`src/sv/assert_macros.svh`:
```
// Assertion macros shared by the RTL of the wet-paint compositor.
// Each macro expects clk and rst_n to be visible where it is used.
`ifndef ASSERT_MACROS_SVH
`define ASSERT_MACROS_SVH

// Same-cycle implication, checked out of reset
`define WPLC_ASSERT_IMPL(label, ante, cons, msg) \
  label: assert property (@(posedge clk) disable iff (!rst_n) (ante) |-> (cons)) \
    else $error(msg);

// Next-cycle implication, checked out of reset
`define WPLC_ASSERT_NEXT(label, ante, cons, msg) \
  label: assert property (@(posedge clk) disable iff (!rst_n) (ante) |=> (cons)) \
    else $error(msg);

`endif

```
`src/sv/wplc_pkg.sv`:
```
// Types and constants of the wet-paint layer compositor.
// No dependencies; used by the divider, the multiplier and the top level.
package wplc_pkg;

  typedef enum logic [3:0] {
    ST_INIT,
    ST_IDLE,
    ST_RD,
    ST_MA,
    ST_WA,
    ST_MB,
    ST_FIN,
    ST_HL_MUL,
    ST_HL_FIN,
    ST_OUT
  } state_t;

  localparam int unsigned MUL_W = 33;
  typedef logic signed [MUL_W-1:0]   mul_op_t;
  typedef logic signed [2*MUL_W-1:0] mul_prod_t;

  typedef struct packed {
    logic        done;
    logic [15:0] quot;
  } div_stat_t;

  // exp(-1/512) as a Q64 fraction
  localparam logic [63:0] STEP_Q64  = 64'hFF80_1FFA_AB55_4445;
  localparam logic [15:0] RECIP_NUM = 16'hFF00;
  localparam logic [31:0] ENTRY0    = 32'h0000_8000;
  localparam logic [64:0] B_RND     = 65'h0_0001_0000_0000_0000;
  localparam logic [27:0] WA_RND    = 28'h80;
  localparam logic [22:0] Q_RND     = 23'h4000;
  localparam logic [7:0]  FULL8     = 8'hFF;
  localparam logic [1:0]  LAST_CH   = 2'd2;

  // Table fill step counter: partial-product issue slots, then the update
  localparam logic [2:0] K_LL   = 3'd0;
  localparam logic [2:0] K_LH   = 3'd1;
  localparam logic [2:0] K_HL   = 3'd2;
  localparam logic [2:0] K_HH   = 3'd3;
  localparam logic [2:0] K_FRAC = 3'd4;
  localparam logic [2:0] K_SAT  = 3'd5;

endpackage

```
`src/sv/wplc_mul.sv`:
```
// Shared signed multiplier with a registered product.
// Depends on wplc_pkg for the operand and product types.
module wplc_mul import wplc_pkg::*; (
  input  logic      clk,
  input  mul_op_t   a,
  input  mul_op_t   b,
  output mul_prod_t prod_r
);

  always_ff @(posedge clk) begin
    prod_r <= a * b;
  end

endmodule

```
`config.mk`:
```
export PLATFORM = sky130hd
export DESIGN_NAME = wplc_mul
export DESIGN_NICKNAME = d
export VERILOG_FILES = /design/src/sv/assert_macros.svh /design/src/sv/wplc_pkg.sv /design/src/sv/wplc_mul.sv
export SDC_FILE = /design/constraint.sdc
export NUM_CORES = 2
export LEC_CHECK = 0
export BUFFER_PORTS_ARGS = -buffer_cell sky130_fd_sc_hd__buf_2
export CORE_ASPECT_RATIO = 0.9
export CORE_MARGIN = 3
export CORE_UTILIZATION = 40
export DETAILED_ROUTE_END_ITERATION = 8
export PLACE_DENSITY = 0.67
export SLEW_MARGIN = 20
export SYNTH_ARGS = -nofsm -noshare
export SYNTH_HDL_FRONTEND = slang
export SYNTH_SLANG_ARGS = --single-unit
```
`constraint.sdc`:
```
create_clock -name clk -period 9.7 [get_ports clk]
set_input_delay 1.94 -clock clk [delete_from_list [all_inputs] [get_ports clk]]
set_output_delay 1.94 -clock clk [all_outputs]
set_load 0.01 [all_outputs]
```
* Word-level counts from Yosys, hierarchy flattened *
Index checks and enable logic that the tools add are counted.

cells by class
  multiply operators = 1

operators with widths
  kind                                            number
  33-bit by 33-bit multiplier with 66-bit output  1

word-level totals
  bits in registers = 66
  word-level logic and storage cells = 2
  output and inout port bits = 66
  input bits = 67

* Logic depth before layout (Yosys ltp) *
  depth after elaboration = 1
  mapped depth = 27
  gate-level depth less buffers = 26

* Worst setup path before layout *
No wires, ideal clock.

  kind = input to register
  start = input port a[32]
  end = register prod_r[62]
  required time = 9.621 ns
  path slack = 0.524 ns
  cell stages on the path = 23
  arrival = 9.097 ns
  path through = clkbuf_1 nand2_1 inv_1 fa_1 fa_1 fa_1 fa_1 fa_1 fa_1 fa_1 inv_1 fa_1 inv_1 ha_1 clkbuf_1 and3_1 nand3_1 nand2b_1 a2111oi_4 a211oi_4 a21o_2 a21o_1 a211oi_2

between the ends
  cells in the longest elaborated chain, start to end = 1

RTL lines
  what                                            RTL line        RTL
  start: declaration                              wplc_mul.sv:5   input mul_op_t a,
  33-bit by 33-bit multiplier with 66-bit output  wplc_mul.sv:11  prod_r <= a * b;
  end signal: assignment                          wplc_mul.sv:11
  end: declaration                                wplc_mul.sv:7   output mul_prod_t prod_r

No other way between the ends.

* Worst setup path in the final report *
  start = input port a[14]
  end = register prod_r[53]

The elaborated chain is that of the path after synthesis.

==> run_summary.xml <==
<?xml version="1.0" encoding="UTF-8"?>
<metrics>
  <group name="logic_synthesis">
    <metric name="synth_ff_type" unit="">sky130_fd_sc_hd__dfxtp_1</metric>
    <metric name="mappedNetlistArea" unit="mm2">0.0407</metric>
    <metric name="synth.top_cells.by_count" unit="">1145 x sky130_fd_sc_hd__fa_1, 1131 x sky130_fd_sc_hd__inv_1, 562 x sky130_fd_sc_hd__and2_1</metric>
    <metric name="netlist_instances" unit="">4338</metric>
    <metric name="ys_seq_elements" unit="">66</metric>
    <metric name="synth_nets" unit="">5767</metric>
    <metric name="synthSimpleGateAreaFrac" unit="">0.158</metric>
    <metric name="unique_cell_type_count_in_the_yosys_netlist" unit="">80</metric>
    <metric name="synth-adder-area-share" unit="">0.629</metric>
    <metric name="synth-compound-area-share" unit="">0.0407</metric>
    <metric name="yosysMostFrequentCell" unit="">sky130_fd_sc_hd__fa_1</metric>
    <metric name="synth_edf_count" unit="">0</metric>
    <metric name="yosys.area.top_type" unit="">sky130_fd_sc_hd__fa_1</metric>
    <metric name="synth_warnings" unit="">0</metric>
    <metric name="synth.top_cell.area_share" unit="">0.563</metric>
    <metric name="xor_and_xnor_fraction_of_the_mapped_netlist_area" unit="">0.0146</metric>
    <metric name="ys_seq_area_frac" unit="">0.0324</metric>
    <metric name="avgSynthCellArea" unit="um2">9.39</metric>
    <metric name="yosys-mux-area-fraction" unit="">0</metric>
    <metric name="synth-async-reset-ratio" unit="">0</metric>
    <metric name="main_combinational_cell_family_by_area_after_synthesis" unit="">adder cells</metric>
    <metric name="yosys-top-cells-area" unit="">sky130_fd_sc_hd__fa_1 56%, sky130_fd_sc_hd__inv_1 10%, sky130_fd_sc_hd__and2_1 8.6%</metric>
  </group>
  <group name="floorplan">
    <metric name="die-height" unit="um">309</metric>
    <metric name="design.die.area" unit="mm2">0.106</metric>
    <metric name="floorplan.io_pins" unit="">133</metric>
    <metric name="die_w" unit="um">342</metric>
    <metric name="initial_utilization" unit="">0.405</metric>
    <metric name="row_count" unit="">110</metric>
    <metric name="placeableCoreArea" unit="mm2">0.100</metric>
  </group>
  <group name="clock_network">
    <metric name="cts_setup_buffers" unit="">0</metric>
    <metric name="htree_num_levels" unit="">3</metric>
    <metric name="tritoncts_clock_tree" unit="">yes</metric>
    <metric name="numCtsBuffers" unit="">9</metric>
    <metric name="worst_setup_hold_path_clk_slew" unit="ns">0.07</metric>
    <metric name="cts_repair_resize_count" unit="">0</metric>
    <metric name="cts.sink_count" unit="">66</metric>
    <metric name="hold_buffers" unit="">0</metric>
    <metric name="root_buffer" unit="">sky130_fd_sc_hd__clkbuf_16</metric>
    <metric name="max-clock-path-buffers" unit="">2</metric>
  </group>
  <group name="global_route">
    <metric name="overflow" unit="">0</metric>
    <metric name="grt_first_pass_wirelength" unit="um">178000</metric>
    <metric name="number_of_global_route_vias_before_repair" unit="">31300</metric>
    <metric name="track_usage" unit="">0.217</metric>
    <metric name="largest_net_degree_at_the_start_of_global_routing" unit="">34</metric>
    <metric name="grt_antenna_before_repair" unit="">15</metric>
  </group>
  <group name="timing">
    <metric name="report.final.hold_viol_count" unit="">0</metric>
    <metric name="share_of_the_clock_period_used_by_the_worst_path_after_layout" unit="">0.947</metric>
    <metric name="timing.fmax" unit="MHz">109</metric>
    <metric name="timing.max_slew.rel_slack" unit="">0.503</metric>
    <metric name="rsz_0062_raised_after_global_routing" unit="">no</metric>
    <metric name="timing.final.max_slew_violations" unit="">0</metric>
    <metric name="post_route_minimum_period" unit="ns">9.18</metric>
    <metric name="tightestPinTransition" unit="ns">0.745</metric>
    <metric name="finalSetupViolCount" unit="">0</metric>
    <metric name="post_route_setup_tns" unit="ns">0</metric>
  </group>
  <group name="flow_run">
    <metric name="cap_violations" unit="">0</metric>
  </group>
  <group name="placed_design">
    <metric name="gp_congestion" unit="">0.883</metric>
    <metric name="dp_hpwl" unit="um">93700</metric>
    <metric name="port_buffers" unit="">132</metric>
  </group>
  <group name="critical_path">
    <metric name="worst_ep_arrival_time" unit="ns">9.52</metric>
    <metric name="setup.worst_path.end_class" unit="">flop</metric>
    <metric name="start_kind" unit="">primary input</metric>
    <metric name="worstPathMaxFanout" unit="">28</metric>
    <metric name="critPathMaxStageDelay" unit="ns">0.59</metric>
    <metric name="critPathSlowestCell" unit="">sky130_fd_sc_hd__fa_1</metric>
    <metric name="criticalPathCategory" unit="">primary input to flop</metric>
    <metric name="critical-path-top-delay-family" unit="">adder cells</metric>
    <metric name="cp_num_buf_inv" unit="">7</metric>
    <metric name="most_repeated_library_cell_on_the_critical_path" unit="">sky130_fd_sc_hd__fa_1</metric>
    <metric name="worst_ep_required_time" unit="ns">10.04</metric>
  </group>
  <group name="route">
    <metric name="detailroute.via_count" unit="">28500</metric>
    <metric name="post_drt_wl_per_cell" unit="um">18.7</metric>
    <metric name="postRouteAntennaNets" unit="">0</metric>
    <metric name="starting_drt_drc_count" unit="">1776</metric>
    <metric name="drc" unit="">0</metric>
    <metric name="routed_wl" unit="um">108000</metric>
    <metric name="detail_route.first_pass.iterations" unit="">7</metric>
    <metric name="vias_per_cell" unit="">4.94</metric>
  </group>
  <group name="finish">
    <metric name="layout_overhead_on_the_synthesized_area" unit="%">7.85</metric>
    <metric name="largest_register_ffs" unit="">66</metric>
    <metric name="drive_above_1_share" unit="">0.0771</metric>
    <metric name="layout.nets" unit="">5845</metric>
    <metric name="largest-register" unit="">prod_r</metric>
    <metric name="nFillCells" unit="">9807</metric>
    <metric name="registers_with_the_highest_flip_flop_counts" unit="">prod_r x66</metric>
  </group>
  <group name="worst_hold_path">
    <metric name="worst_hold_path.num_cells" unit="">3</metric>
    <metric name="hold_path_end" unit="">prod_r[0]</metric>
    <metric name="hold_path.startpoint" unit="">a[0]</metric>
    <metric name="hp-class" unit="">primary input to flop</metric>
  </group>
  <group name="status">
    <metric name="run_status" unit="">finished clean</metric>
  </group>
</metrics>
-- per-layer routing --
layer	vias up	global-route usage	wire (um)
met1	15000	0.301	45800
li1	12500	-	-
met2	901	0.352	51900
met4	6	0.0585	2780
met3	126	0.0367	7510
met5	-	0	38
-- kinds of logic after synthesis --
family	after synthesis
XOR/XNOR	68
adder cells (fa/ha/maj)	1362
buffers and inverters	1352
flip-flops	66
AO/OA/AOI/OAI	219
AND/OR/NAND/NOR	1271
-- final cells by class --
type,count,area [um2],area share
multi-input cells,2920,34300,0.781
inverters,1131,4250,0.0966
repair buffers,288,1970,0.0448
well taps,1344,1680,0.0383
flip-flops and latches,66,1320,0.0301
clock buffers,10,239,0.00544
clock inverters,6,138,0.00313
diodes,8,20.0,0.000456
-- cells in the final DEF, fill, tap and decap left out, types with 12 or more instances in the layout --
cell                       count
sky130_fd_sc_hd__nor2_1       68
sky130_fd_sc_hd__and2_1      562
sky130_fd_sc_hd__nand2_1     551
sky130_fd_sc_hd__xnor2_1      43
sky130_fd_sc_hd__a21o_1       36
sky130_fd_sc_hd__o21ai_0      25
sky130_fd_sc_hd__dfxtp_1      66
sky130_fd_sc_hd__buf_2       132
sky130_fd_sc_hd__inv_1      1131
sky130_fd_sc_hd__nand2b_1     12
sky130_fd_sc_hd__buf_4       145
sky130_fd_sc_hd__ha_1        217
sky130_fd_sc_hd__fa_1       1145
sky130_fd_sc_hd__a21oi_1      57
sky130_fd_sc_hd__xor2_1       25
sky130_fd_sc_hd__nand3_1      25
-- metrics by stage --
| stage | utilization | hold WS [ns] | cell area [um2] | setup slack (ns) | std cells |
|---|---|---|---|---|---|
| finish | 0.437 | 2.21 | 43900 | 0.516 | 5773 |
| global route | 0.437 | 2.20 | 43900 | 0.0962 | 5766 |
| CTS | 0.437 | 2.18 | 43900 | 0.560 | 5765 |
| detailed placement | 0.433 | 2.33 | 43500 | 0.126 | 5749 |
| global placement | 0.433 | 2.34 | 43500 | 0.0637 | 5749 |
| floorplan | - | 2.07 | 40700 | 0.524 | 4338 |
-- how the worst max path moves through the flow --
stage | from | endpoint | depth (start not counted)
3_5_place_dp | a[28] | prod_r[58] | 26
2_1_floorplan | a[32] | prod_r[62] | 23
6_report | a[14] | prod_r[53] | 25
3_3_place_gp | a[21] | prod_r[53] | 24
4_1_cts | a[28] | prod_r[58] | 26
5_1_grt | b[9] | prod_r[53] | 24
Power is left out: the tool's default activity adds up to more than one toggle a clock period on the data nets, which glitch-free logic cannot reach.
