--- src/sv/assert_macros.svh ---
// Assertion macros shared by the RTL of the wet-paint compositor.
// Each macro expects clk and rst_n to be visible where it is used.
`ifndef ASSERT_MACROS_SVH
`define ASSERT_MACROS_SVH

// Same-cycle implication, checked out of reset
`define WPLC_ASSERT_IMPL(label, ante, cons, msg) \
  label: assert property (@(posedge clk) disable iff (!rst_n) (ante) |-> (cons)) \
    else $error(msg);

// Next-cycle implication, checked out of reset
`define WPLC_ASSERT_NEXT(label, ante, cons, msg) \
  label: assert property (@(posedge clk) disable iff (!rst_n) (ante) |=> (cons)) \
    else $error(msg);

`endif

--- src/sv/wplc_pkg.sv ---
// Types and constants of the wet-paint layer compositor.
// No dependencies; used by the divider, the multiplier and the top level.
package wplc_pkg;

  typedef enum logic [3:0] {
    ST_INIT,
    ST_IDLE,
    ST_RD,
    ST_MA,
    ST_WA,
    ST_MB,
    ST_FIN,
    ST_HL_MUL,
    ST_HL_FIN,
    ST_OUT
  } state_t;

  localparam int unsigned MUL_W = 33;
  typedef logic signed [MUL_W-1:0]   mul_op_t;
  typedef logic signed [2*MUL_W-1:0] mul_prod_t;

  typedef struct packed {
    logic        done;
    logic [15:0] quot;
  } div_stat_t;

  // exp(-1/512) as a Q64 fraction
  localparam logic [63:0] STEP_Q64  = 64'hFF80_1FFA_AB55_4445;
  localparam logic [15:0] RECIP_NUM = 16'hFF00;
  localparam logic [31:0] ENTRY0    = 32'h0000_8000;
  localparam logic [64:0] B_RND     = 65'h0_0001_0000_0000_0000;
  localparam logic [27:0] WA_RND    = 28'h80;
  localparam logic [22:0] Q_RND     = 23'h4000;
  localparam logic [7:0]  FULL8     = 8'hFF;
  localparam logic [1:0]  LAST_CH   = 2'd2;

  // Table fill step counter: partial-product issue slots, then the update
  localparam logic [2:0] K_LL   = 3'd0;
  localparam logic [2:0] K_LH   = 3'd1;
  localparam logic [2:0] K_HL   = 3'd2;
  localparam logic [2:0] K_HH   = 3'd3;
  localparam logic [2:0] K_FRAC = 3'd4;
  localparam logic [2:0] K_SAT  = 3'd5;

endpackage

--- src/sv/wplc_recip_div.sv ---
// Restoring divider for 0xff00 / divisor, one quotient bit per cycle.
// Depends on wplc_pkg for the numerator and the status struct.
module wplc_recip_div import wplc_pkg::*; (
  input  logic        clk,
  input  logic        rst_n,
  input  logic        start,
  input  logic [11:0] divisor,
  output div_stat_t   stat
);

  localparam logic [3:0] LAST_STEP = 4'hF;

  logic        busy_r;
  logic        done_r;
  logic [3:0]  cnt_r;
  logic [11:0] rem_r;
  logic [15:0] quot_r;
  logic [12:0] rem_sh;
  logic        fits;

  // numerator bits go in from the top
  assign rem_sh = {rem_r, RECIP_NUM[~cnt_r]};
  assign fits   = rem_sh >= {1'b0, divisor};

  always_ff @(posedge clk) begin
    if (!rst_n) begin
      busy_r <= 1'b0;
      done_r <= 1'b0;
      cnt_r  <= '0;
    end else begin
      done_r <= busy_r && (cnt_r == LAST_STEP);
      if (start) begin
        busy_r <= 1'b1;
        cnt_r  <= '0;
      end else if (busy_r) begin
        cnt_r <= cnt_r + 4'd1;
        if (cnt_r == LAST_STEP) begin
          busy_r <= 1'b0;
        end
      end
    end
  end

  always_ff @(posedge clk) begin
    if (start) begin
      rem_r  <= '0;
      quot_r <= '0;
    end else if (busy_r) begin
      rem_r  <= fits ? 12'(rem_sh - {1'b0, divisor}) : rem_sh[11:0];
      quot_r <= {quot_r[14:0], fits};
    end
  end

  assign stat.done = done_r;
  assign stat.quot = quot_r;

endmodule

--- config.mk ---
export PLATFORM = sky130hd
export DESIGN_NAME = wplc_recip_div
export DESIGN_NICKNAME = d
export VERILOG_FILES = /design/src/sv/assert_macros.svh /design/src/sv/wplc_pkg.sv /design/src/sv/wplc_recip_div.sv
export SDC_FILE = /design/constraint.sdc
export NUM_CORES = 1
export LEC_CHECK = 0
export CAP_MARGIN = 20
export CORE_MARGIN = 5
export CORE_UTILIZATION = 60
export CTS_CLUSTER_SIZE = 25
export DETAILED_ROUTE_END_ITERATION = 10
export DONT_BUFFER_PORTS = 1
export PLACE_DENSITY = 0.76
export SYNTH_ARGS = -nofsm -noshare
export SYNTH_HDL_FRONTEND = slang
export SYNTH_SLANG_ARGS = --single-unit
--- constraint.sdc ---
create_clock -name clk -period 2.8 [get_ports clk]
set_input_delay 0.28 -clock clk [delete_from_list [all_inputs] [get_ports clk]]
set_output_delay 0.28 -clock clk [all_outputs]
set_load 0.02 [all_outputs]
# After elaboration in Yosys (flattened, before gate mapping)
# Memories as Yosys holds them, arrays and structs flattened.
# Index checks and enable logic that the tools add are counted.
[totals]
register_bits = 34
n_memories = 1
word_cells = 20
romBits = 16
[op_classes]
n_addsub = 2
eq_ne = 1
n_reduce_logical = 2
n_lt_le_gt_ge = 2
n_bitwise = 2
muxes = 5
[memory_table]
columns = ["name", "depth", "width", "rd", "rd_clocked_by_memory_dff", "write_ports", "line_no", "text"]
rows = [
  ["(no name shown)", 16, 1, 1, 0, 0, "wplc_recip_div.sv:22", "assign rem_sh = {rem_r, RECIP_NUM[~cnt_r]};"],
]
[op_table]
columns = ["operator", "count"]
rows = [
  [">= comparator 13 x 12 -> 1 bit", 1],
  ["2-to-1 mux 12 bit", 1],
  ["subtractor 12 bit", 1],
  ["less-than comparator 4 x 5 -> 1 bit, second input constant", 1],
  ["adder 4 x 1 -> 4 bit, second input constant", 1],
  ["equality test 4 bit, second input constant", 1],
  ["2-to-1 mux 1 bit", 4],
  ["inverter 4 bit", 1],
  ["OR reduction 2 bit", 1],
  ["logical AND 1 bit", 1],
  ["inverter 1 bit", 1],
]

# Longest topological paths before layout
# Gate-level depths: netlist of run 1.
[depth]
word_depth = 5
ltp_mapped = 10
ltp_nobuf = 8

# Worst setup path after synthesis of run 1
# OpenSTA, ideal clock, no wires.
[synth_path]
kind = "input to register"
start = "input port divisor[10]"
end = "register rem_r[3]"
t_arrival_ns = 1.952
t_required_ns = 2.712
cell_stages = 9
setup_slack_ns = 0.760
setup_ns = 0.088
cell_sequence = "inv_1 > ha_1 > a21o_1 > a211o_1 > a211oi_2 > o31a_4 > buf_12 > nand2_2 > a311oi_2"
[synth_between]
elab_chain_len = 2
[synth_lines]
columns = ["item", "line_no", "text"]
rows = [
  ["start: declaration", "wplc_recip_div.sv:7", "input logic [11:0] divisor,"],
  [">= comparator 13 x 12 -> 1 bit", "wplc_recip_div.sv:23", "assign fits = rem_sh >= {1'b0, divisor};"],
  ["2-to-1 mux 12 bit", "wplc_recip_div.sv:49", "rem_r <= fits ? 12'(rem_sh - {1'b0, divisor}) : rem_sh[11:0];"],
  ["end signal: assignment", "wplc_recip_div.sv:49", ""],
  ["end: declaration", "wplc_recip_div.sv:16", "logic [11:0] rem_r;"],
]
# No other way between the ends.
# A chain may end at the register's enable or synchronous reset.

# Worst setup path in the final report of run 1
[layout_path]
start = "register cnt_r[3]"
end = "register rem_r[8]"
[layout_between]
elab_chain_len = 5
word_cells_on_any_way = 6
[layout_lines]
columns = ["item", "line_no", "text"]
rows = [
  ["start: declaration", "wplc_recip_div.sv:15", "logic [3:0] cnt_r;"],
  ["start signal: assignment", "wplc_recip_div.sv:36", "cnt_r <= cnt_r + 4'd1;"],
  ["inverter 4 bit *", "wplc_recip_div.sv:22", ""],
  ["memory read (16 x 1 bit) *", "n/a", ""],
  ["2-to-1 mux 1 bit (not written as such) *", "wplc_recip_div.sv:22", ""],
  ["subtractor 12 bit or >= comparator 13 x 12 -> 1 bit (tied branches)", "wplc_recip_div.sv:49, wplc_recip_div.sv:23", ""],
  ["2-to-1 mux 12 bit *", "wplc_recip_div.sv:49", ""],
]
# Mark *: on every way between the ends. The rest lies on a longest branch, timed or not. The select of a mux whose other input is x is not followed.

==> impl_summary.md, run 1 <==
Worst setup path
Along the worst path, the maximum fanout reaches 5. The type of origin of the critical path is a register. At the worst endpoint, the required time is roughly 3.0 ns. The worst register-to-register path ends at rem_r[8].

The most critical setup path has its startpoint at cnt_r[3]. The worst-case register-to-register setup slack is approximately 0.48 ns. In this design, the stage delay of the slowest critical-path cell is about 0.4 ns. The number of cells on the worst reg-to-reg path is 7.

The critical setup path kind is reg2reg. The slowest library cell on the worst path is sky130_fd_sc_hd__fa_1. The critical path goes through ha_1 -> fa_1 -> o21ai_0 -> a41oi_1 -> nor4b_1 -> o31ai_1 -> a311oi_2.

The startpoint of the worst register-to-register path is cnt_r[3]. STA classifies the critical path endpoint as a register. The data arrival at the endpoint of the critical path is 2.52 ns.

Power
The switching part of the total power is around 30%. The internal portion of the total power is about 920 uW. The analysis attributes to cell leakage a power of between 0.9 and 1 nW.

Sequential cells burn roughly two fifths of the power. The clock power share is around a third. The power per cell area is between 500 and 600 nW/um^2. The part of the total power dissipated in combinational logic is 24.3%. The maximum ir drop on the vdd rail is 0.000332 V. The switching component of the power is 391 uW.

Timing
The headroom to the max-slew limit is 37.1%. Setup slack on the critical path of the routed design comes to a little under 0.5 ns. At the pin with the least slew margin, the transition time is roughly 0.94 ns. The number of pins with negative max-slew slack in the final report is 0. The smallest clock period supported by the final layout is computed as about 2.3 ns. The worst setup skew after layout is between 0.01 and 0.015 ns.

Setup repair after global routing left no endpoint under its margin. The share of the clock period used by the worst path is between 80 and 90%. The upper clock frequency limit is between 0.4 and 0.5 GHz. Setup violations remaining at the end of the flow were counted as 0. The number of hold violations in the final report was 0. In the final timing run, aggregate negative setup slack is 0 ns.

Die
The die area is just under 5000 um^2. Pin placement for this block handled 32 I/O pins. The vertical extent of the die is around 70 um.

The initial utilization of the core area, before any placement, comes to a little over three fifths. The core region is 3360 um^2. The floorplan has 21 rows. The die boundary width is 69.4 um.

Layout
The synthesis-to-layout area growth is 5.62%. Of the cells placed in the final design, the portion with a size suffix greater than 1 is between 10 and 15%. The area occupied by multi-input gates is roughly 1300 um^2. Leaving out filler cells and counting taps, the final layout contains roughly 290. Across the whole layout, storage elements account for between 600 and 700 um^2. The number of nets in the finished design is 271. The layout filler cell count is ~300. The number of antenna diodes in the final layout is 0.

Clock network
For the worst-skew pair, the clock arrives at the later sink with an insertion delay of 0.35 ns. After clock tree synthesis, the setup repair step added 0 buffers. The H-tree was split into 2 levels. The clock passes through at most 2 buffers. The number of buffers inserted during clock tree synthesis is 5. The tree is rooted in a sky130_fd_sc_hd__clkbuf_4. The sink count of the clock tree is 34. Clock-pin slew was measured on the worst setup and hold paths at approximately 0.11 ns. Post-CTS repair changed the size of 0 cells.

TritonCTS built the clock tree.

Route
For this run, the detailed router's first-pass iteration total came to 4. The number of vias after detailed routing is about 1700. The starting DRC count in detailed routing is between 80 and 90. The total wirelength of the detailed-routed design is between 4 and 5 mm. The average detailed-routed wire length per instance is 14.9 um. The via-per-instance ratio is around 5.9.

In the routed design, unresolved DRC markers number 0. The remaining antenna violation count after routing is 0.

GRT
The initial antenna violation count is 0. The largest net degree at the start of global routing is 27. The overall global routing resource usage is around 18%. The first-pass GRT wire length is about 7.3 mm. The number of global-route vias before repair is 1608.

After global routing the overflow that remains totals 0.

Place
The HPWL after detailed placement is 3.10 mm. At the placement stage, the worst setup path has a slack of just over 0.5 ns. The count of port buffers added during placement is 0. At the end of routability-driven placement, the weighted congestion stood at 0.867. The count of placed standard cells including taps is 280.

Synthesis
The average size of a mapped cell is 8.63 um^2. The number of unique standard cell types used by synthesis is 50. The area of the mapped netlist is between 2000 and 2500 um^2. The count of warnings emitted by yosys is 0. The number of flops mapped to enable cells by yosys is 0. In the synthesized netlist the async set-or-reset flop fraction comes to 0%. The cell count after synthesis is approximately 250.

In this run, synthesis produced a sequential element count of 34. For this run, the leading register cell type out of synthesis is sky130_fd_sc_hd__dfxtp_1. The number of nets in the synthesized netlist is roughly 270. The fraction of the yosys area taken by sequential cells is between 30% and 40%.

Min path
In this run the most critical hold path is launched from rst_n. The class of the worst hold path is in2reg. The capture endpoint of the worst hold path is busy_r.

The worst hold path stage count is 1.

Status
The flow ran to the end, and the final reports show no timing, DRC or antenna violations.

Flow run
Across the run, the number of max-cap violations was 0.
==> logic make-up after synthesis <==
logic type | synth area share, %
AO/OA/AOI/OAI | 20.5
buffers and inverters | 7.28
flip-flops | 32.2
XOR/XNOR | 3.31
adder cells (fa/ha/maj) | 8.64
AND/OR/NAND/NOR | 20.5
multiplexers | 7.57
==> worst max-delay path by stage <==
stage / to / slack (ns)
4_1_cts: rem_r[8] / 0.49
6_report: rem_r[8] / 0.48
3_3_place_gp: rem_r[8] / 0.51
3_5_place_dp: rem_r[8] / 0.52
5_1_grt: rem_r[8] / 0.38
2_1_floorplan: rem_r[3] / 0.76
==> synthesized netlist by cell type, types with 5 or more instances <==
cell type / count / area, um^2
sky130_fd_sc_hd__xnor2_1: 6 / 52.6
sky130_fd_sc_hd__dfxtp_1: 34 / 681
sky130_fd_sc_hd__inv_1: 20 / 75.1
sky130_fd_sc_hd__nor2_1: 34 / 128
sky130_fd_sc_hd__mux2i_1: 16 / 160
sky130_fd_sc_hd__nor2b_1: 6 / 37.5
sky130_fd_sc_hd__o21ai_0: 9 / 45.0
sky130_fd_sc_hd__a311oi_2: 5 / 75.1
sky130_fd_sc_hd__clkbuf_1: 6 / 22.5
sky130_fd_sc_hd__a21oi_1: 8 / 40.0
sky130_fd_sc_hd__nand2_1: 16 / 60.1
sky130_fd_sc_hd__ha_1: 13 / 163
sky130_fd_sc_hd__nand3_1: 6 / 30.0
==> power by group through the flow <==
stage	clock [mW]	combinational [mW]	sequential [mW]
4_1_cts	0.468	0.316	0.534
5_1_grt	0.497	0.353	0.537
6_report	0.458	0.319	0.534
3_5_place_dp	0	0.307	0.545
3_3_place_gp	0	0.303	0.545
2_1_floorplan	0	0.281	0.532
==> what timing repair did <==
item / 4_1_cts / 5_1_grt
setup endpoints to repair: 0 / 0
hold buffers: 1 / 0
endpoints found under the hold margin: 22 / 0
==> area by class of cell <==
type	instances	share of cell area (%)
Multi-Input combinational cell	177	57.3
Sequential cell	34	30.5
Inverter	20	3.36
Clock inverter	3	3.08
Tap cell	46	2.58
Clock buffer	5	1.68
Timing Repair Buffer	4	1.46
==> worst max-delay path: cells and delay by family, from the launching register on <==
kind / cells / cell delay [ns]
fa+ha+maj: 2 / 0.64
flops: 1 / 0.37
compound gates: 4 / 0.96
simple gates: 1 / 0.22
==> through the flow <==
step / instance area [um^2] / total power [mW] / hold WS (ns) / util (%)
final: 2230 / 1.31 / 0.0641 / 66.4
after global routing: 2230 / 1.39 / 0.0384 / 66.4
after CTS: 2230 / 1.32 / 0.0429 / 66.4
after detailed placement: 2120 / 0.852 / 0.353 / 62.9
after global placement: 2120 / 0.847 / 0.352 / 62.9
after floorplan: 2110 / 0.813 / 0.408 / -
==> registers in the layout (all words and copies together), names as in the netlist <==
| register | cells |
|---|---|
| quot_r | 16 |
| done_r | 1 |
| rem_r | 12 |
| cnt_r | 4 |
| busy_r | 1 |
==> layer usage <==
metal,track usage [%],vias up,share of wire (%)
li1,-,871,-
met1,21.0,797,45
met2,31.7,35,48
met3,7.54,5,5.2
met4,5.42,0,1.5
met5,0,-,0
==> layout by cell type, fill, tap and decap left out, types with 2 or more instances in the layout <==
| master | instances |
|---|---|
| sky130_fd_sc_hd__a211oi_1 | 4 |
| sky130_fd_sc_hd__a21o_1 | 3 |
| sky130_fd_sc_hd__a21oi_1 | 8 |
| sky130_fd_sc_hd__a311oi_2 | 5 |
| sky130_fd_sc_hd__a31oi_1 | 3 |
| sky130_fd_sc_hd__a41oi_1 | 3 |
| sky130_fd_sc_hd__buf_4 | 3 |
| sky130_fd_sc_hd__bufinv_16 | 2 |
| sky130_fd_sc_hd__clkbuf_4 | 5 |
| sky130_fd_sc_hd__dfxtp_1 | 33 |
| sky130_fd_sc_hd__ha_1 | 13 |
| sky130_fd_sc_hd__inv_1 | 20 |
| sky130_fd_sc_hd__mux2i_1 | 16 |
| sky130_fd_sc_hd__nand2_1 | 16 |
| sky130_fd_sc_hd__nand2_2 | 4 |
| sky130_fd_sc_hd__nand3_1 | 6 |
| sky130_fd_sc_hd__nand3b_1 | 2 |
| sky130_fd_sc_hd__nand4_1 | 3 |
| sky130_fd_sc_hd__nand4b_1 | 4 |
| sky130_fd_sc_hd__nor2_1 | 34 |
| sky130_fd_sc_hd__nor2b_1 | 6 |
| sky130_fd_sc_hd__nor3_1 | 2 |
| sky130_fd_sc_hd__nor4b_1 | 2 |
| sky130_fd_sc_hd__o21ai_0 | 9 |
| sky130_fd_sc_hd__o311ai_0 | 2 |
| sky130_fd_sc_hd__o31ai_1 | 3 |
| sky130_fd_sc_hd__or3_1 | 2 |
| sky130_fd_sc_hd__xnor2_1 | 6 |
| sky130_fd_sc_hd__xor2_1 | 2 |
Power figures use the tool's default switching activity.
==> run 2, diff against run 1 <==
Clock period 2.8 ns to 2.4 ns, I/O delays scaled along.
==> run 2 against run 1 <==
Net effect:
- cell count rose by 0.35%
- via count increased by 1.3%
- maximum frequency up 1.2%
- setup slack worse by 0.37 ns
==> impl_summary.md, run 2 (synthesized netlist as in run 1, its figures left out) <==
Status
The run finished with clean final reports.

GRT
The number of global-route vias before repair is 1605 (-0.19%). The initial antenna violation count is 0 (unchanged). The overall global routing resource usage was 18.3% (-0.20 points). The overflow left after global routing is 0 (unchanged). The first-pass GRT wire length was 7.27 mm (about the same). The largest net degree at the start of global routing is 30 (+11%).

Worst setup path
STA classifies the critical path startpoint as a register. The type of destination of the critical path is a register. The critical setup path kind is reg2reg. The data required time of the critical path is 2.64 ns (-0.36 ns). The worst-case register-to-register setup slack is 0.11 ns (-0.37 ns).

The data arrival at the endpoint of the critical path is 2.53 ns (about the same). The top fanout value on the critical path came to 10 (+5).

Layout
The ratio of cells with drive above 1 in the final layout was 12.3% (+1.2 points). The layout filler cell count is 308 (+0.65%). The synthesis-to-layout area growth is 4.14%. The top cell types in the final layout, fill and taps aside, are sky130_fd_sc_hd__nor2_1 (34), sky130_fd_sc_hd__dfxtp_1 (33), sky130_fd_sc_hd__inv_1 (20). The flip-flop count of the largest register, all copies and words added was 16 (unchanged). The register bank with the most flops is quot_r.

In the final layout, the registers with the most flip-flops are quot_r x16, rem_r x12, cnt_r x4. The number of nets in the finished design was 273 (+0.74%). The final core area utilization is 65.5% (-0.93 points). The most frequent standard cell in the layout excluding fill and tap cells is sky130_fd_sc_hd__nor2_1. The antenna cell count is 0 (unchanged).

Min path
The tightest min-delay check is of the in2reg type.

Clock network
The master cell of the clock root buffer is sky130_fd_sc_hd__clkbuf_4. The clock latency reported for the late side of the worst-skew pair is 0.33 ns (-0.02 ns). The count of H-tree levels built during CTS is 2 (unchanged). The sink count of the clock tree is 34 (unchanged). The clock input transition at the sequential cells of the worst setup and hold paths is 0.10 ns (about the same). The number of buffers inserted during clock tree synthesis is 5 (unchanged).

The deepest clock path buffer count was 2 (unchanged). TritonCTS built the clock tree.

Timing
The number of hold violations in the final report came to 0 (unchanged). The worst setup skew after layout is 0.00452 ns (-0.00876 ns). The share of the clock period used by the worst path came to 95.4% (+13 points). The headroom to the max-slew limit was 37.9% (+0.83 points).

The number of pins with negative max-slew slack in the final report is 0 (unchanged). The upper clock frequency limit was 0.437 GHz (+1.2%). The setup violation total in the final timing report is 0 (unchanged). The clock period minus final worst setup slack was 2.29 ns (-0.0282 ns). Setup repair after global routing left no endpoint under its margin. The worst setup margin came to 0.110 ns (-0.372 ns). The sum of negative setup slack is 0 ns (unchanged). The pin slew with the least headroom to its limit is 0.928 ns (-0.0124 ns).

Route
The via-per-instance ratio is 5.97 (+0.94%). The wire length on met1 is 2.00 mm (+3.8%). The remaining antenna violation count after routing is 0 (unchanged). The DRC violation count after routing came to 0 (unchanged).

The average detailed-routed wire length per instance is 15.1 um (+1.6%). The number of vias after detailed routing is 1730 (+1.3%). The first-pass detailed-route iteration total is 4 (unchanged). The sum of met3 wire segment lengths after detailed routing is 184 um (-18%). The detailed route wirelength on metal2 is 2.12 mm (+1.9%). The total wirelength of the detailed-routed design was 4.38 mm (+2.0%). The top layer reached by signal wires is met4. The starting DRC count in detailed routing is 79 (-3.7%).

Die
The area of the core region is 3360 um^2 (unchanged). The die boundary width was 69.4 um (unchanged). The die area is 4810 um^2 (unchanged).

The starting utilization of the core area is 62.9% (unchanged). The number of top-level design ports came to 32 (unchanged). The total number of placement rows came to 21 (unchanged). The vertical extent of the die is 69.4 um (unchanged).

Power
The static leakage power is 0.909 nW (-1.5%). The maximum ir drop on the vdd rail is 0.000410 V (+23%). The power per cell area came to 588 nW/um^2 (+0.32%).

Place
The HPWL after detailed placement is 3.22 mm (+3.8%). The placement-stage worst setup slack came to 0.131 ns (-0.387 ns). The final weighted congestion in routability-driven placement is 0.854 (-1.5%). The count of port buffers added during placement was 0 (unchanged).

Flow run
The count of max-cap constraint violations is 0 (unchanged).
-- run 2: cell count changes in the layout (fill, tap and decap cells not counted) --
cell                        delta
sky130_fd_sc_hd__clkinv_2      +2
sky130_fd_sc_hd__a41oi_1       -1
sky130_fd_sc_hd__bufinv_16     -2
sky130_fd_sc_hd__o31ai_1       -1
sky130_fd_sc_hd__o21ai_0       -1
sky130_fd_sc_hd__buf_4         +2
sky130_fd_sc_hd__clkinv_4      -1
sky130_fd_sc_hd__a41oi_2       +1
sky130_fd_sc_hd__o31ai_2       +1
sky130_fd_sc_hd__o21ai_1       +1
-- run 2: final timing paths --
kind	startpoint	end	cells past startpoint
setup reg to reg	rem_r[9]	rem_r[3]	8
setup / recovery	rem_r[9]	rem_r[3]	8
hold reg to reg	rem_r[9]	rem_r[9]	2
hold / removal	rst_n	busy_r	1
-- run 2: what timing repair did --
item | 4_1_cts | 5_1_grt
buffers inserted | 0 | 0
gates resized for setup | 0 | 3
hold endpoints to repair | 22 | 0
endpoints found under the setup margin | 0 | 2
hold buffers | 1 | 0
-- run 2: critical path, stage by stage (launching register included) --
cell,delay (ns)
sky130_fd_sc_hd__dfxtp_1,0.34
sky130_fd_sc_hd__ha_1,0.39
sky130_fd_sc_hd__nand4b_1,0.24
sky130_fd_sc_hd__nor4_2,0.40
sky130_fd_sc_hd__a211oi_2,0.10
sky130_fd_sc_hd__o31ai_2,0.09
sky130_fd_sc_hd__buf_4,0.23
sky130_fd_sc_hd__nand3_1,0.12
sky130_fd_sc_hd__a311oi_2,0.30
-- run 2: stage by stage --
stage | instance area (um^2) | power [mW] | instances | hold slack (ns)
after CTS | 2190 | 1.30 | 290 | 0.0242
after floorplan | 2110 | 0.949 | 245 | 0.368
final | 2200 | 1.30 | 290 | 0.0319
after global placement | 2130 | 0.997 | 282 | 0.312
after global routing | 2200 | 1.38 | 290 | 0.0215
after detailed placement | 2130 | 1.00 | 282 | 0.314
-- run 2: power by group --
part	switching, mW	internal, mW	total (mW)
Sequential	0.0348	0.589	0.624
Clock	0.181	0.105	0.287
Combinational	0.221	0.164	0.385
Total	0.438	0.858	1.30
-- run 2: routing by layer --
| metal | global-route usage (%) | vias to the layer above |
|---|---|---|
| li1 | - | 879 |
| met1 | 21.4 | 816 |
| met2 | 31.0 | 27 |
| met3 | 5.65 | 8 |
| met4 | 7.16 | 0 |
| met5 | 0 | - |
-- run 2: final cells by class --
cell class                      instances  area (um^2)  area share [%]
Multi-Input combinational cell        177         1290            58.7
Timing Repair Buffer                    6         47.5            2.16
Clock inverter                          2         10.0           0.455
Clock buffer                            5         37.5            1.70
Sequential cell                        34          682            31.0
Tap cell                               46         57.6            2.61
Inverter                               20         75.1            3.41
==> run 3, diff against run 2 <==
Settings changed: ABC_AREA set to 1, CORE_UTILIZATION 60 to 40, PLACE_DENSITY 0.76 to unset, PLACE_DENSITY_LB_ADDON set to 0.3.
==> run 3 against run 2 <==
Net effect:
- setup slack better by 0.27 ns
- global-route usage decreased by 3.5 points
- cell count increased by 39%
- register-to-register slack better by 0.27 ns
- largest power group unchanged
- routed wire length up 18%
- synthesized area rose by 9.5%
- sequential share of layout area down 3.0 points
==> impl_summary.md, run 3 <==
Status
The flow ran to the end, and the final reports show no timing, DRC or antenna violations.

Power
The power per cell area was 590 nW/um^2 (+0.35%). The part of the total power dissipated in combinational logic is 22.8% (-6.9 points). The static leakage power is 1.19 nW (+31%). The maximum ir drop on the vdd rail came to 0.000469 V (+14%). The clock power share came to 31.4% (+9.3 points).

The switching part of the total power is 33.8% (+0.069 points). The total internal power is 949 uW (+11%). The register share of total power was 45.8% (-2.4 points). The switching component of the power is 485 uW (+11%).

GRT
The first-pass GRT wire length is 8.78 mm (+21%). The initial antenna violation count is 0 (unchanged). The number of global-route vias before repair is 1926 (+20%). The overall global routing resource usage is 14.8% (-3.5 points).

The largest net degree at the start of global routing is 34 (+13%). The overflow left after global routing is 0 (unchanged).

Layout
The flip-flop count of the largest register, all copies and words added is 16 (unchanged). The most frequent standard cell in the layout excluding fill and tap cells is sky130_fd_sc_hd__nand2_1. The antenna cell count is 0 (unchanged). Counting flops per register, the top entry is quot_r. From synthesis to final layout, the design area changed by 4.97%. Leaving out fill and tap cells, the most frequent cells in the layout are sky130_fd_sc_hd__nand2_1 (64), sky130_fd_sc_hd__nor2_1 (54), sky130_fd_sc_hd__inv_1 (49). The ratio of cells with drive above 1 in the final layout is 14.5% (+2.2 points). In the final layout, the registers with the most flip-flops are quot_r x16, rem_r x12, cnt_r x4. The number of nets in the finished design came to 359 (+32%).

Timing
The upper clock frequency limit is 0.494 GHz (+13%). Setup repair after global routing left no endpoint under its margin. The share of the clock period used by the worst path is 84.3% (-11 points). The headroom to the max-slew limit is 63.2% (+25 points).

The setup violation total in the final timing report is 0 (unchanged). The number of pins with negative max-slew slack in the final report is 0 (unchanged). The pin slew with the least headroom to its limit is 0.552 ns (-0.376 ns). The clock period minus final worst setup slack is 2.02 ns (-0.266 ns). The worst setup margin came to 0.376 ns (+0.266 ns). The worst setup skew after layout is 0.00640 ns (+0.00188 ns).

The number of hold violations in the final report is 0 (unchanged). The sum of negative setup slack is 0 ns (unchanged).

Place
The final weighted congestion in routability-driven placement came to 0.809 (-5.3%). The HPWL after detailed placement came to 3.84 mm (+20%). The count of port buffers added during placement is 0 (unchanged).

The placement-stage worst setup slack is 0.376 ns (+0.245 ns).

Clock network
The sink count of the clock tree came to 34 (unchanged). The clock latency reported for the late side of the worst-skew pair is 0.29 ns (-0.04 ns). The count of H-tree levels built during CTS is 2 (unchanged). The clock input transition at the sequential cells of the worst setup and hold paths is 0.07 ns (-0.03 ns). The master cell of the clock root buffer is sky130_fd_sc_hd__clkbuf_8. TritonCTS built the clock tree.

The number of buffers inserted during clock tree synthesis is 5 (unchanged). The deepest clock path buffer count is 2 (unchanged).

Synthesis
The adder and majority gate portion of the synthesized area came to 7.89% (-0.75 points). The number of unique standard cell types used by synthesis is 37 (-26%). After synthesis, the most frequently instantiated cells are sky130_fd_sc_hd__nand2_1 (64), sky130_fd_sc_hd__nor2_1 (54), sky130_fd_sc_hd__inv_1 (49).

The count of warnings emitted by yosys is 0 (unchanged). The average size of a mapped cell is 7.01 um^2 (-19%). The number of flops mapped to enable cells by yosys is 0 (unchanged). The most instantiated library cell after synthesis is sky130_fd_sc_hd__nand2_1. The cell accounting for the most synthesized area is sky130_fd_sc_hd__dfxtp_1. The largest family of logic cells by synthesized area is simple AND/OR/NAND/NOR gates. The area share of and/or/nand/nor cells after synthesis is 37.9% (+17 points).

The fraction of the yosys area taken by sequential cells is 29.4% (-2.8 points). The total of flip-flops plus latches after synthesis came to 34 (unchanged). By area the synthesized netlist is led by sky130_fd_sc_hd__dfxtp_1 (29%), sky130_fd_sc_hd__nand2_1 (10%), sky130_fd_sc_hd__nor2_1 (8.8%). The cell count after synthesis is 330 (+35%).

The synthesized-area fraction occupied by xor and xnor cells is 2.27% (-1.0 points). The portion of netlist area occupied by mux cells is 0% (-7.6 points). The area share of the largest cell type after synthesis is 29.4% (-2.8 points). The area of the mapped netlist is 2310 um^2 (+9.5%). The number of nets produced by synthesis is 359 (+31%). The synthesized-area fraction occupied by ao, oa, aoi and oai cells was 8.86% (-12 points).

The async set-reset flop share out of synthesis is 0% (unchanged). The most instantiated flip-flop cell in the synthesis netlist is sky130_fd_sc_hd__dfxtp_1.

Die
The vertical extent of the die is 86.1 um (+24%). The area of the core region was 5570 um^2 (+66%). The starting utilization of the core area is 41.5% (-21 points). The die boundary width is 86.1 um (+24%). The total number of placement rows is 27 (+29%). The die area is 7410 um^2 (+54%). The number of top-level design ports is 32 (unchanged).

Worst setup path
The type of destination of the critical path is a register. Tracing the worst setup path back leads to its startpoint at rem_r[7]. The critical path in this run is classified as reg2reg. In this run the critical register-to-register path is launched from rem_r[7]. The data arrival at the endpoint of the critical path is 2.26 ns (-0.27 ns). STA classifies the critical path startpoint as a register.

The data required time of the critical path is 2.64 ns (about the same). The top fanout value on the critical path is 16 (+6).

Route
The starting DRC count in detailed routing is 107 (+35%). The number of vias after detailed routing was 1984 (+15%). The first-pass detailed-route iteration total is 4 (unchanged).

The via-per-instance ratio is 4.92 (-17%). The DRC violation count after routing is 0 (unchanged). The remaining antenna violation count after routing is 0 (unchanged). The total wirelength of the detailed-routed design is 5.17 mm (+18%). The average detailed-routed wire length per instance is 12.8 um (-15%).

Min path
The path class of the tightest hold or removal check is in2reg. The origin of the worst min-delay path is start.

Flow run
The count of max-cap constraint violations is 0 (unchanged).
-- run 3: changes by cell type after synthesis, moves of 5 or more --
cell                       change
sky130_fd_sc_hd__nand2_1      +48
sky130_fd_sc_hd__inv_1        +29
sky130_fd_sc_hd__nor2_1       +20
sky130_fd_sc_hd__mux2i_1      -16
sky130_fd_sc_hd__o21ai_0      +13
sky130_fd_sc_hd__nor3_2        +8
sky130_fd_sc_hd__nand3_2       +6
sky130_fd_sc_hd__nor2b_1       -6
sky130_fd_sc_hd__a311oi_2      -5
sky130_fd_sc_hd__nand3_1       +5
-- run 3: per-layer routing --
layer  up-vias  part of all wire [%]  track usage [%]
met1       893                    46             18.4
met5         -                     0                0
li1       1035                     -                -
met3         5                   7.5             4.80
met4         0                   1.4             4.75
met2        51                    45             24.2
-- run 3: final cells by class --
cell class	count	area [um^2]
clock buffer	6	82.6
clock inverter	2	12.5
fill	601	3140
inverter	54	203
multi-input combinational	230	1320
sequential	34	681
tap	72	90.1
timing repair buffer	5	42.5
-- run 3: timing repair --
item,4_1_cts,5_1_grt
hold buffers,1,1
hold endpoints to repair,3,2
gates resized for setup,0,0
setup endpoints to repair,0,0
buffers inserted,0,0
-- run 3: through the flow --
step                      instances  utilization, %  power [mW]  hold WS [ns]  area [um^2]
after floorplan                 330               -       0.947         0.372         2310
after global placement          393            41.5       0.992         0.308         2310
after detailed placement        393            41.5       0.992         0.306         2310
after CTS                       402            43.4        1.45       0.00189         2420
after global routing            403            43.6        1.52       0.00501         2430
final                           403            43.6        1.43        0.0143         2430
-- run 3: power groups by stage --
stage	clock network (mW)	registers, mW	logic (mW)
final	0.450	0.658	0.327
after global routing	0.490	0.662	0.372
after CTS	0.466	0.658	0.327
after detailed placement	0	0.670	0.322
after global placement	0	0.671	0.321
after floorplan	0	0.659	0.288
-- run 3: cell families (layout without fill, tap and decap cells) --
family          count (synthesis)  in the layout
simple gates                  173            173
buf+inv                        66             67
compound gates                 37             37
flops                          34             34
fa+ha+maj                      14             14
xor+xnor                        6              6
-- run 3: critical path, stage by stage, from the launching register on --
cell	delay, ns
sky130_fd_sc_hd__dfxtp_1	0.34
sky130_fd_sc_hd__ha_1	0.36
sky130_fd_sc_hd__nand2_2	0.15
sky130_fd_sc_hd__inv_2	0.03
sky130_fd_sc_hd__nand2_1	0.07
sky130_fd_sc_hd__nand2_2	0.07
sky130_fd_sc_hd__a21oi_4	0.17
sky130_fd_sc_hd__nand3_4	0.27
sky130_fd_sc_hd__nor2_4	0.24
sky130_fd_sc_hd__nand2_1	0.07
sky130_fd_sc_hd__nand3_1	0.08
sky130_fd_sc_hd__nand2_1	0.05
sky130_fd_sc_hd__inv_1	0.06
-- run 3: path summary, 6_finish.rpt --
kind / slack, ns / depth (start not counted) / to
worst max register to register: 0.38 / 12 / rem_r[9]
worst min register to register: 0.50 / 2 / rem_r[2]
worst min-delay path: 0.01 / 1 / rem_r[7]
worst max-delay path: 0.38 / 12 / rem_r[9]
